[src/rtl/fqir_pkg.sv]
package fqir_pkg;

  // Queue geometry.
  localparam int DEPTH      = 16;
  localparam int ELEM_WIDTH = 32;

  // Field widths of the channels.
  localparam int VALUE_W  = 32;
  localparam int POS_W    = 4;
  localparam int CNT_W    = $clog2(DEPTH + 1);
  localparam int OUT_CNT_W = 5;

  // Width used when a position is compared with the entry count.
  localparam int CMP_W = (CNT_W > POS_W) ? CNT_W : POS_W;

  typedef logic [ELEM_WIDTH-1:0] elem_t;
  typedef logic [CNT_W-1:0]      count_t;

  typedef enum logic [0:0] {
    OP_APPEND = 1'b0,
    OP_REMOVE = 1'b1
  } op_t;

  typedef enum logic [1:0] {
    ST_DONE    = 2'd0,
    ST_FULL    = 2'd1,
    ST_BAD_POS = 2'd2
  } status_t;

  // One request beat.
  typedef struct packed {
    op_t                       op;
    logic signed [VALUE_W-1:0] value;
    logic [POS_W-1:0]          position;
  } fqir_req_t;

  // One result beat.
  typedef struct packed {
    logic signed [VALUE_W-1:0] head_value;
    logic                      is_empty;
    logic [OUT_CNT_W-1:0]      entry_count;
    status_t                   status;
  } fqir_result_t;

endpackage

[src/rtl/fqir_if.sv]
// Request channel: one queue operation per beat.
interface fqir_req_if import fqir_pkg::*; ();
  logic                      valid;
  logic                      ready;
  op_t                       op;
  logic signed [VALUE_W-1:0] value;
  logic [POS_W-1:0]          position;

  modport source (output valid, op, value, position, input ready);
  modport sink   (input valid, op, value, position, output ready);
endinterface

// Response channel: one queue snapshot per beat.
interface fqir_rsp_if import fqir_pkg::*; ();
  logic                      valid;
  logic                      ready;
  logic signed [VALUE_W-1:0] head_value;
  logic                      is_empty;
  logic [OUT_CNT_W-1:0]      entry_count;
  status_t                   status;

  modport source (output valid, head_value, is_empty, entry_count, status, input ready);
  modport sink   (input valid, head_value, is_empty, entry_count, status, output ready);
endinterface

[src/rtl/fifo_queue_with_indexed_removal_top.sv]
// Bounded FIFO queue of signed words with removal at any position.
//
// Request channel (req): op selects append (value goes to the tail) or
// removal of the entry at position, counted from the head; position 0 is
// a plain dequeue. Entries behind a removed one close up the gap.
// Response channel (rsp): one beat per request with the head value (0 when
// empty), an empty flag, the entry count and a status: done, full on
// append, or position not below the count. Failed operations change nothing.
//
// The response beat appears in the cycle after its request is accepted.
// Throughput is one request per cycle while rsp.ready stays high: the queue
// is a row of registers with a shift multiplexer per entry, so any operation
// completes in the cycle it is accepted and the result register holds the
// snapshot. Reset empties the queue and clears the response valid flag.
// When the receiver stalls, the response beat is held and req.ready drops
// until it is taken; the result register is released and refilled in the
// same cycle, so no bubble appears while rsp.ready stays high.
module fifo_queue_with_indexed_removal_top import fqir_pkg::*; (
  input logic        clk,
  input logic        rst,
  fqir_req_if.sink   req,
  fqir_rsp_if.source rsp
);

  fqir_req_t    req_beat;
  fqir_result_t result;
  logic         can_take;
  logic         take;

  assign req_beat.op       = req.op;
  assign req_beat.value    = req.value;
  assign req_beat.position = req.position;

  assign req.ready = can_take;
  assign take      = req.valid && can_take;

  fqir_store u_store (
    .clk    (clk),
    .rst    (rst),
    .take   (take),
    .req    (req_beat),
    .result (result)
  );

  fqir_out_reg u_out_reg (
    .clk      (clk),
    .rst      (rst),
    .load     (take),
    .result   (result),
    .can_take (can_take),
    .rsp      (rsp)
  );

endmodule

[src/rtl/fqir_store.sv]
module fqir_store import fqir_pkg::*; (
  input  logic         clk,
  input  logic         rst,
  input  logic         take,
  input  fqir_req_t    req,
  output fqir_result_t result
);

  elem_t   entries [DEPTH];
  elem_t   entries_next [DEPTH];
  count_t  count;
  count_t  count_next;
  status_t status;

  logic [63:0]       value_wide;
  elem_t             value_elem;
  logic [CMP_W-1:0]  pos_c;
  logic [CMP_W-1:0]  cnt_c;
  logic              full;
  logic [63:0]       head_wide;

  // Sign-extend the incoming word and cut it to the stored width.
  assign value_wide = {{(64 - VALUE_W){req.value[VALUE_W-1]}}, req.value};
  assign value_elem = value_wide[ELEM_WIDTH-1:0];
  assign pos_c      = CMP_W'(req.position);
  assign cnt_c      = CMP_W'(count);
  assign full       = (count == CNT_W'(DEPTH));

  // Per-entry update: write at the tail, or shift the entries behind a removal up by one.
  always_comb begin
    entries_next = entries;
    count_next   = count;
    status       = ST_DONE;
    if (req.op == OP_APPEND) begin
      if (full) begin
        status = ST_FULL;
      end else begin
        for (int i = 0; i < DEPTH; i++) begin
          if (CNT_W'(i) == count) begin
            entries_next[i] = value_elem;
          end
        end
        count_next = count + CNT_W'(1);
      end
    end else begin
      if (pos_c >= cnt_c) begin
        status = ST_BAD_POS;
      end else begin
        for (int i = 0; i < DEPTH - 1; i++) begin
          if ((CMP_W'(i) >= pos_c) && (CMP_W'(i + 1) < cnt_c)) begin
            entries_next[i] = entries[i + 1];
          end
        end
        count_next = count - CNT_W'(1);
      end
    end
  end

  // Entry storage needs no reset; only entries below the count are ever read.
  always_ff @(posedge clk) begin
    if (take) begin
      for (int i = 0; i < DEPTH; i++) begin
        entries[i] <= entries_next[i];
      end
    end
  end

  always_ff @(posedge clk) begin
    if (rst) begin
      count <= '0;
    end else if (take) begin
      count <= count_next;
    end
  end

  // Snapshot of the queue after this operation.
  assign head_wide = 64'(entries_next[0]);

  always_comb begin
    result.head_value  = (count_next == '0) ? '0 : head_wide[VALUE_W-1:0];
    result.is_empty    = (count_next == '0);
    result.entry_count = OUT_CNT_W'(count_next);
    result.status      = status;
  end

`ifndef SYNTHESIS
  a_count_bound: assert property (@(posedge clk) disable iff (rst)
    count <= CNT_W'(DEPTH))
    else $error("entry count above queue depth");

  a_full_holds: assert property (@(posedge clk) disable iff (rst)
    (take && req.op == OP_APPEND && full) |=> (count == $past(count)))
    else $error("append to a full queue changed the count");

  a_bad_pos_holds: assert property (@(posedge clk) disable iff (rst)
    (take && req.op == OP_REMOVE && pos_c >= cnt_c) |=> (count == $past(count)))
    else $error("removal at an invalid position changed the count");

  a_remove_dec: assert property (@(posedge clk) disable iff (rst)
    (take && req.op == OP_REMOVE && pos_c < cnt_c) |=> (count == $past(count) - CNT_W'(1)))
    else $error("valid removal did not drop the count by one");
`endif

endmodule

[src/rtl/fqir_out_reg.sv]
module fqir_out_reg import fqir_pkg::*; (
  input  logic         clk,
  input  logic         rst,
  input  logic         load,
  input  fqir_result_t result,
  output logic         can_take,
  fqir_rsp_if.source   rsp
);

  logic         valid;
  fqir_result_t data;

  // A new beat may enter when the register is empty or being drained this cycle.
  assign can_take = !valid || rsp.ready;

  always_ff @(posedge clk) begin
    if (rst) begin
      valid <= 1'b0;
    end else if (can_take) begin
      valid <= load;
    end
  end

  always_ff @(posedge clk) begin
    if (load && can_take) begin
      data <= result;
    end
  end

  // Drive the response channel from the register.
  assign rsp.valid       = valid;
  assign rsp.head_value  = data.head_value;
  assign rsp.is_empty    = data.is_empty;
  assign rsp.entry_count = data.entry_count;
  assign rsp.status      = data.status;

`ifndef SYNTHESIS
  a_no_overrun: assert property (@(posedge clk) disable iff (rst)
    (valid && !rsp.ready) |-> !(load && can_take))
    else $error("result register overwritten while stalled");

  a_load_shows: assert property (@(posedge clk) disable iff (rst)
    (load && can_take) |=> valid)
    else $error("loaded result not presented");

  a_empty_flag: assert property (@(posedge clk) disable iff (rst)
    valid |-> (data.is_empty == (data.entry_count == '0)))
    else $error("empty flag disagrees with entry count");
`endif

endmodule

[src/flat_wrapper.sv]
// flat-port wrapper written by rule: the top's interface ports become plain ports
module fifo_queue_with_indexed_removal_top_flat import fqir_pkg::*;
  (clk, rst, req_valid, req_op, req_value, req_position, req_ready, rsp_valid, rsp_head_value, rsp_is_empty, rsp_entry_count, rsp_status, rsp_ready);
  fqir_req_if req_i ();
  fqir_rsp_if rsp_i ();
  input logic clk;
  input logic rst;
  input wire logic [$bits(req_i.valid)-1:0] req_valid;
  input wire logic [$bits(req_i.op)-1:0] req_op;
  input wire logic [$bits(req_i.value)-1:0] req_value;
  input wire logic [$bits(req_i.position)-1:0] req_position;
  output wire logic [$bits(req_i.ready)-1:0] req_ready;
  output wire logic [$bits(rsp_i.valid)-1:0] rsp_valid;
  output wire logic [$bits(rsp_i.head_value)-1:0] rsp_head_value;
  output wire logic [$bits(rsp_i.is_empty)-1:0] rsp_is_empty;
  output wire logic [$bits(rsp_i.entry_count)-1:0] rsp_entry_count;
  output wire logic [$bits(rsp_i.status)-1:0] rsp_status;
  input wire logic [$bits(rsp_i.ready)-1:0] rsp_ready;
  assign req_i.valid = req_valid;
  assign req_i.op = req_op;
  assign req_i.value = req_value;
  assign req_i.position = req_position;
  assign req_ready = req_i.ready;
  assign rsp_valid = rsp_i.valid;
  assign rsp_head_value = rsp_i.head_value;
  assign rsp_is_empty = rsp_i.is_empty;
  assign rsp_entry_count = rsp_i.entry_count;
  assign rsp_status = rsp_i.status;
  assign rsp_i.ready = rsp_ready;
  fifo_queue_with_indexed_removal_top u_core (.clk(clk), .rst(rst), .req(req_i), .rsp(rsp_i));
endmodule
[config.mk]
export PLATFORM = sky130hd
export DESIGN_NAME = fifo_queue_with_indexed_removal_top_flat
export DESIGN_NICKNAME = d
export VERILOG_FILES = /design/src/rtl/fqir_pkg.sv /design/src/rtl/fqir_if.sv /design/src/rtl/fifo_queue_with_indexed_removal_top.sv /design/src/rtl/fqir_store.sv /design/src/rtl/fqir_out_reg.sv /design/src/flat_wrapper.sv
export SDC_FILE = /design/constraint.sdc
export NUM_CORES = 1
export LEC_CHECK = 0
export BUFFER_PORTS_ARGS = -buffer_cell sky130_fd_sc_hd__buf_2
export CAP_MARGIN = 0
export CORE_MARGIN = 5
export CORE_UTILIZATION = 31
export CTS_CLUSTER_DIAMETER = 200
export DETAILED_ROUTE_END_ITERATION = 16
export SLEW_MARGIN = 20
export SYNTH_ARGS = -nofsm -noshare
export SYNTH_HDL_FRONTEND = slang
export SYNTH_HIERARCHICAL = 1
export SYNTH_SLANG_ARGS = --single-unit
[constraint.sdc]
create_clock -name clk -period 6.79 [get_ports clk]
set_input_delay 0.679 -clock clk [delete_from_list [all_inputs] [get_ports clk]]
set_output_delay 0.679 -clock clk [all_outputs]
set_load 0.03 [all_outputs]
==> impl_metrics.ini <==
[worst_setup_path]
critPathLaunchType = flip-flop
crit_required_ns = 6.99
ff2ff_setup_slack_ns = 2.17
critical_path_arrival_ns = 4.83
cp-end-kind = flip-flop
path_cells = inv_1, ha_1, a2111o_1, a31oi_4, buf_4, o21ai_2, nor2_4
path_class = reg -> reg
critPathMaxFanout = 74
slowest_delay_ns = 0.94
crit_slowest_cell = nor2_4

[final_layout]
num-nets-final = 1712
final_core_util_pct = 35.2
fillers = 7220
drive_gt1_share_pct = 13.0
instances_no_fill = 2734
n_antenna_cell = 0
area_growth_pct = 12.1
multi_input_area_um2 = 6280
regArea_um2 = 16700

[yosys]
async_flop_share_pct = 0
ys_types = 58
synth_nets = 1734
syn_area_per_cell_um2 = 14.2
syn_area_um2 = 23900
yosysSeqAreaShare_pct = 69.8
syn_inst = 1684
synth_edf_count = 552
ys_ff_latch = 558
ys.warnings.count = 6
synthFlopType = edfxtp_1

[route]
vias_per_cell = 5.08
drc = 0
drt_pass1_iterations = 5
wl_per_cell_um = 19.3
routed_wirelength_um = 52800
drtIter0Drc = 1376
vias = 13900
ant_nets = 0

[clocking]
clock_latency_ns = 0.60
cts_hold_buf = 0
cts_sinks = 558
cts_tree = yes
numCtsBuffers = 54
root_buffer = clkbuf_16
post_cts_resized = 0
cts_setup_buffers = 0
h-tree-depth = 2
clockBufferDepth = 3
clk_pin_slew_ns = 0.06

[placed_design]
dpl.cell_count = 2635
io_buffers = 82
gp_congestion = 0.796
dp_hpwl_um = 33100

[outcome]
status = finished, final reports clean

[floorplanning]
rows = 101
dieWidth_um = 288
dieArea_um2 = 82800
io_pins = 83
core_um2 = 76200
start_util_pct = 31.4
die_h_um = 288

[power]
p_int_w = 0.00589
seq_power_share_pct = 51.1
pwr-share-comb_pct = 13.1
p_leak_nw = 11.4
vdd_ir_drop_max_mv = 0.181
swShare_pct = 25.2
pwr-share-clk_pct = 35.8
power.total_w = 0.00787
p_per_area_nw_per_um2 = 294
power.switching_w = 0.00198

[sta]
worst_slew_pin_slew_ns = 1.21
post-route-period-util_pct = 68.1
finalHoldViolations = 0
final.min_clock_period_ns = 4.62
rsz0062_at_grt = no
fmax_mhz = 216
relSlewSlack_pct = 19.6
setup_violations = 0
tns_ns = 0
skew_ns = 0.0220
slew_viol_final = 0

[global_route]
antenna_found_initial = 2
grt_pass1_vias = 13500
grt_pass1_wl_um = 82600
overflow = 0
grt_max_degree = 229
track_usage_pct = 12.4

[run]
drv_cap = 0

[min_path]
hold_class = in -> reg
flip-flops by register name, summed over array words and instances (netlist names):
name and flops:
u_core/u_store/cnt_c 5, u_core/u_out_reg/rsp.is_empty 1, u_core/u_out_reg/rsp.valid 1, u_core/u_store/entries 512
u_core/u_out_reg/rsp.head_value 32, u_core/u_out_reg/rsp.entry_count 5, u_core/u_out_reg/rsp.status 2
synthesized netlist by cell type (all sizes together), types with 13 or more instances:
| cell | count | share of area [%] |
|---|---|---|
| clkbuf | 108 | 1.7 |
| inv | 77 | 1.2 |
| o211ai | 67 | 2.3 |
| a21o | 449 | 14 |
| o311ai | 32 | 1.2 |
| and3 | 33 | 0.86 |
| o21ai | 13 | 0.29 |
| nand2 | 74 | 1.2 |
| a21oi | 17 | 0.39 |
| a41oi | 33 | 1.2 |
| buf | 76 | 1.8 |
| nor2 | 55 | 0.86 |
| edfxtp | 552 | 69 |
power by group through the flow:
stage	combinational, W	clock (W)	sequential, W
after floorplan	0.000709	0	0.00415
after global placement	0.00101	0	0.00410
after detailed placement	0.00102	0	0.00410
after CTS	0.00103	0.00289	0.00402
after global routing	0.00113	0.00303	0.00403
final	0.00103	0.00282	0.00402
placed cells by master, fill, tap and decap left out, drive strengths merged, types with 13 or more instances in the layout:
master / synthesis / routed
nor2: 55 / 55
a21oi: 17 / 17
inv: 77 / 79
o211ai: 67 / 67
buf: 76 / 106
a21o: 449 / 449
o311ai: 32 / 32
clkinv: 0 / 27
edfxtp: 552 / 552
nand2: 74 / 74
o21ai: 13 / 13
and3: 33 / 33
clkbuf: 108 / 66
a41oi: 33 / 33
cells by family (layout without fill, tap and decap cells):
family	Yosys count	after routing	share of synthesized area [%]
xor+xnor	1	1	0.0366
buf+inv	261	281	4.66
mux	1	1	0.0471
fa+ha+maj	9	9	0.471
flops	558	558	69.8
simple gates	208	208	4.15
compound gates	646	646	20.8
through the flow:
stage	hold slack (ns)	setup slack, ns	cell area (um^2)
5_1_grt	0.297	1.83	26800
3_3_place_gp	0.489	2.16	25100
4_1_cts	0.282	2.07	26800
2_1_floorplan	0.495	1.62	23900
3_5_place_dp	0.502	2.08	25100
6_report	0.314	2.17	26800
routing by layer:
metal  track usage, %  wire (um)  up-vias
li1                 -          -     6364
met1             18.6      25100     7028
met3             1.73       2930       79
met5                0          0        -
met2             18.8      23600      420
met4             3.35       1110        0
path summary, 6_finish.rpt:
path / cells past startpoint / from / end
worst max-delay path: 7 / u_core/u_store/cnt_c[1] / u_core/u_store/entries[141]
worst min-delay path: 1 / req_value[5] / u_core/u_store/entries[5]
worst max register to register: 7 / u_core/u_store/cnt_c[1] / u_core/u_store/entries[141]
worst min register to register: 1 / u_core/u_store/entries[365] / u_core/u_store/entries[397]
critical path, delay by kind of cell (launching register included):
family                     cells  cell delay [ns]
AOI/OAI and AO/OA              3             1.17
DFF                            1             0.75
and+or+nand+nor                1             0.94
adders and majority gates      1             0.42
buffers and inverters          2             0.93
final cells by class:
class / count / area share (%)
Clock inverter: 32 / 0.798
Inverter: 77 / 1.08
Timing Repair Buffer: 106 / 2.32
Tap cell: 1030 / 4.81
Multi-Input combinational cell: 865 / 23.4
Clock buffer: 66 / 5.29
Sequential cell: 558 / 62.3
No activity file was read; power rests on OpenSTA's default activity.
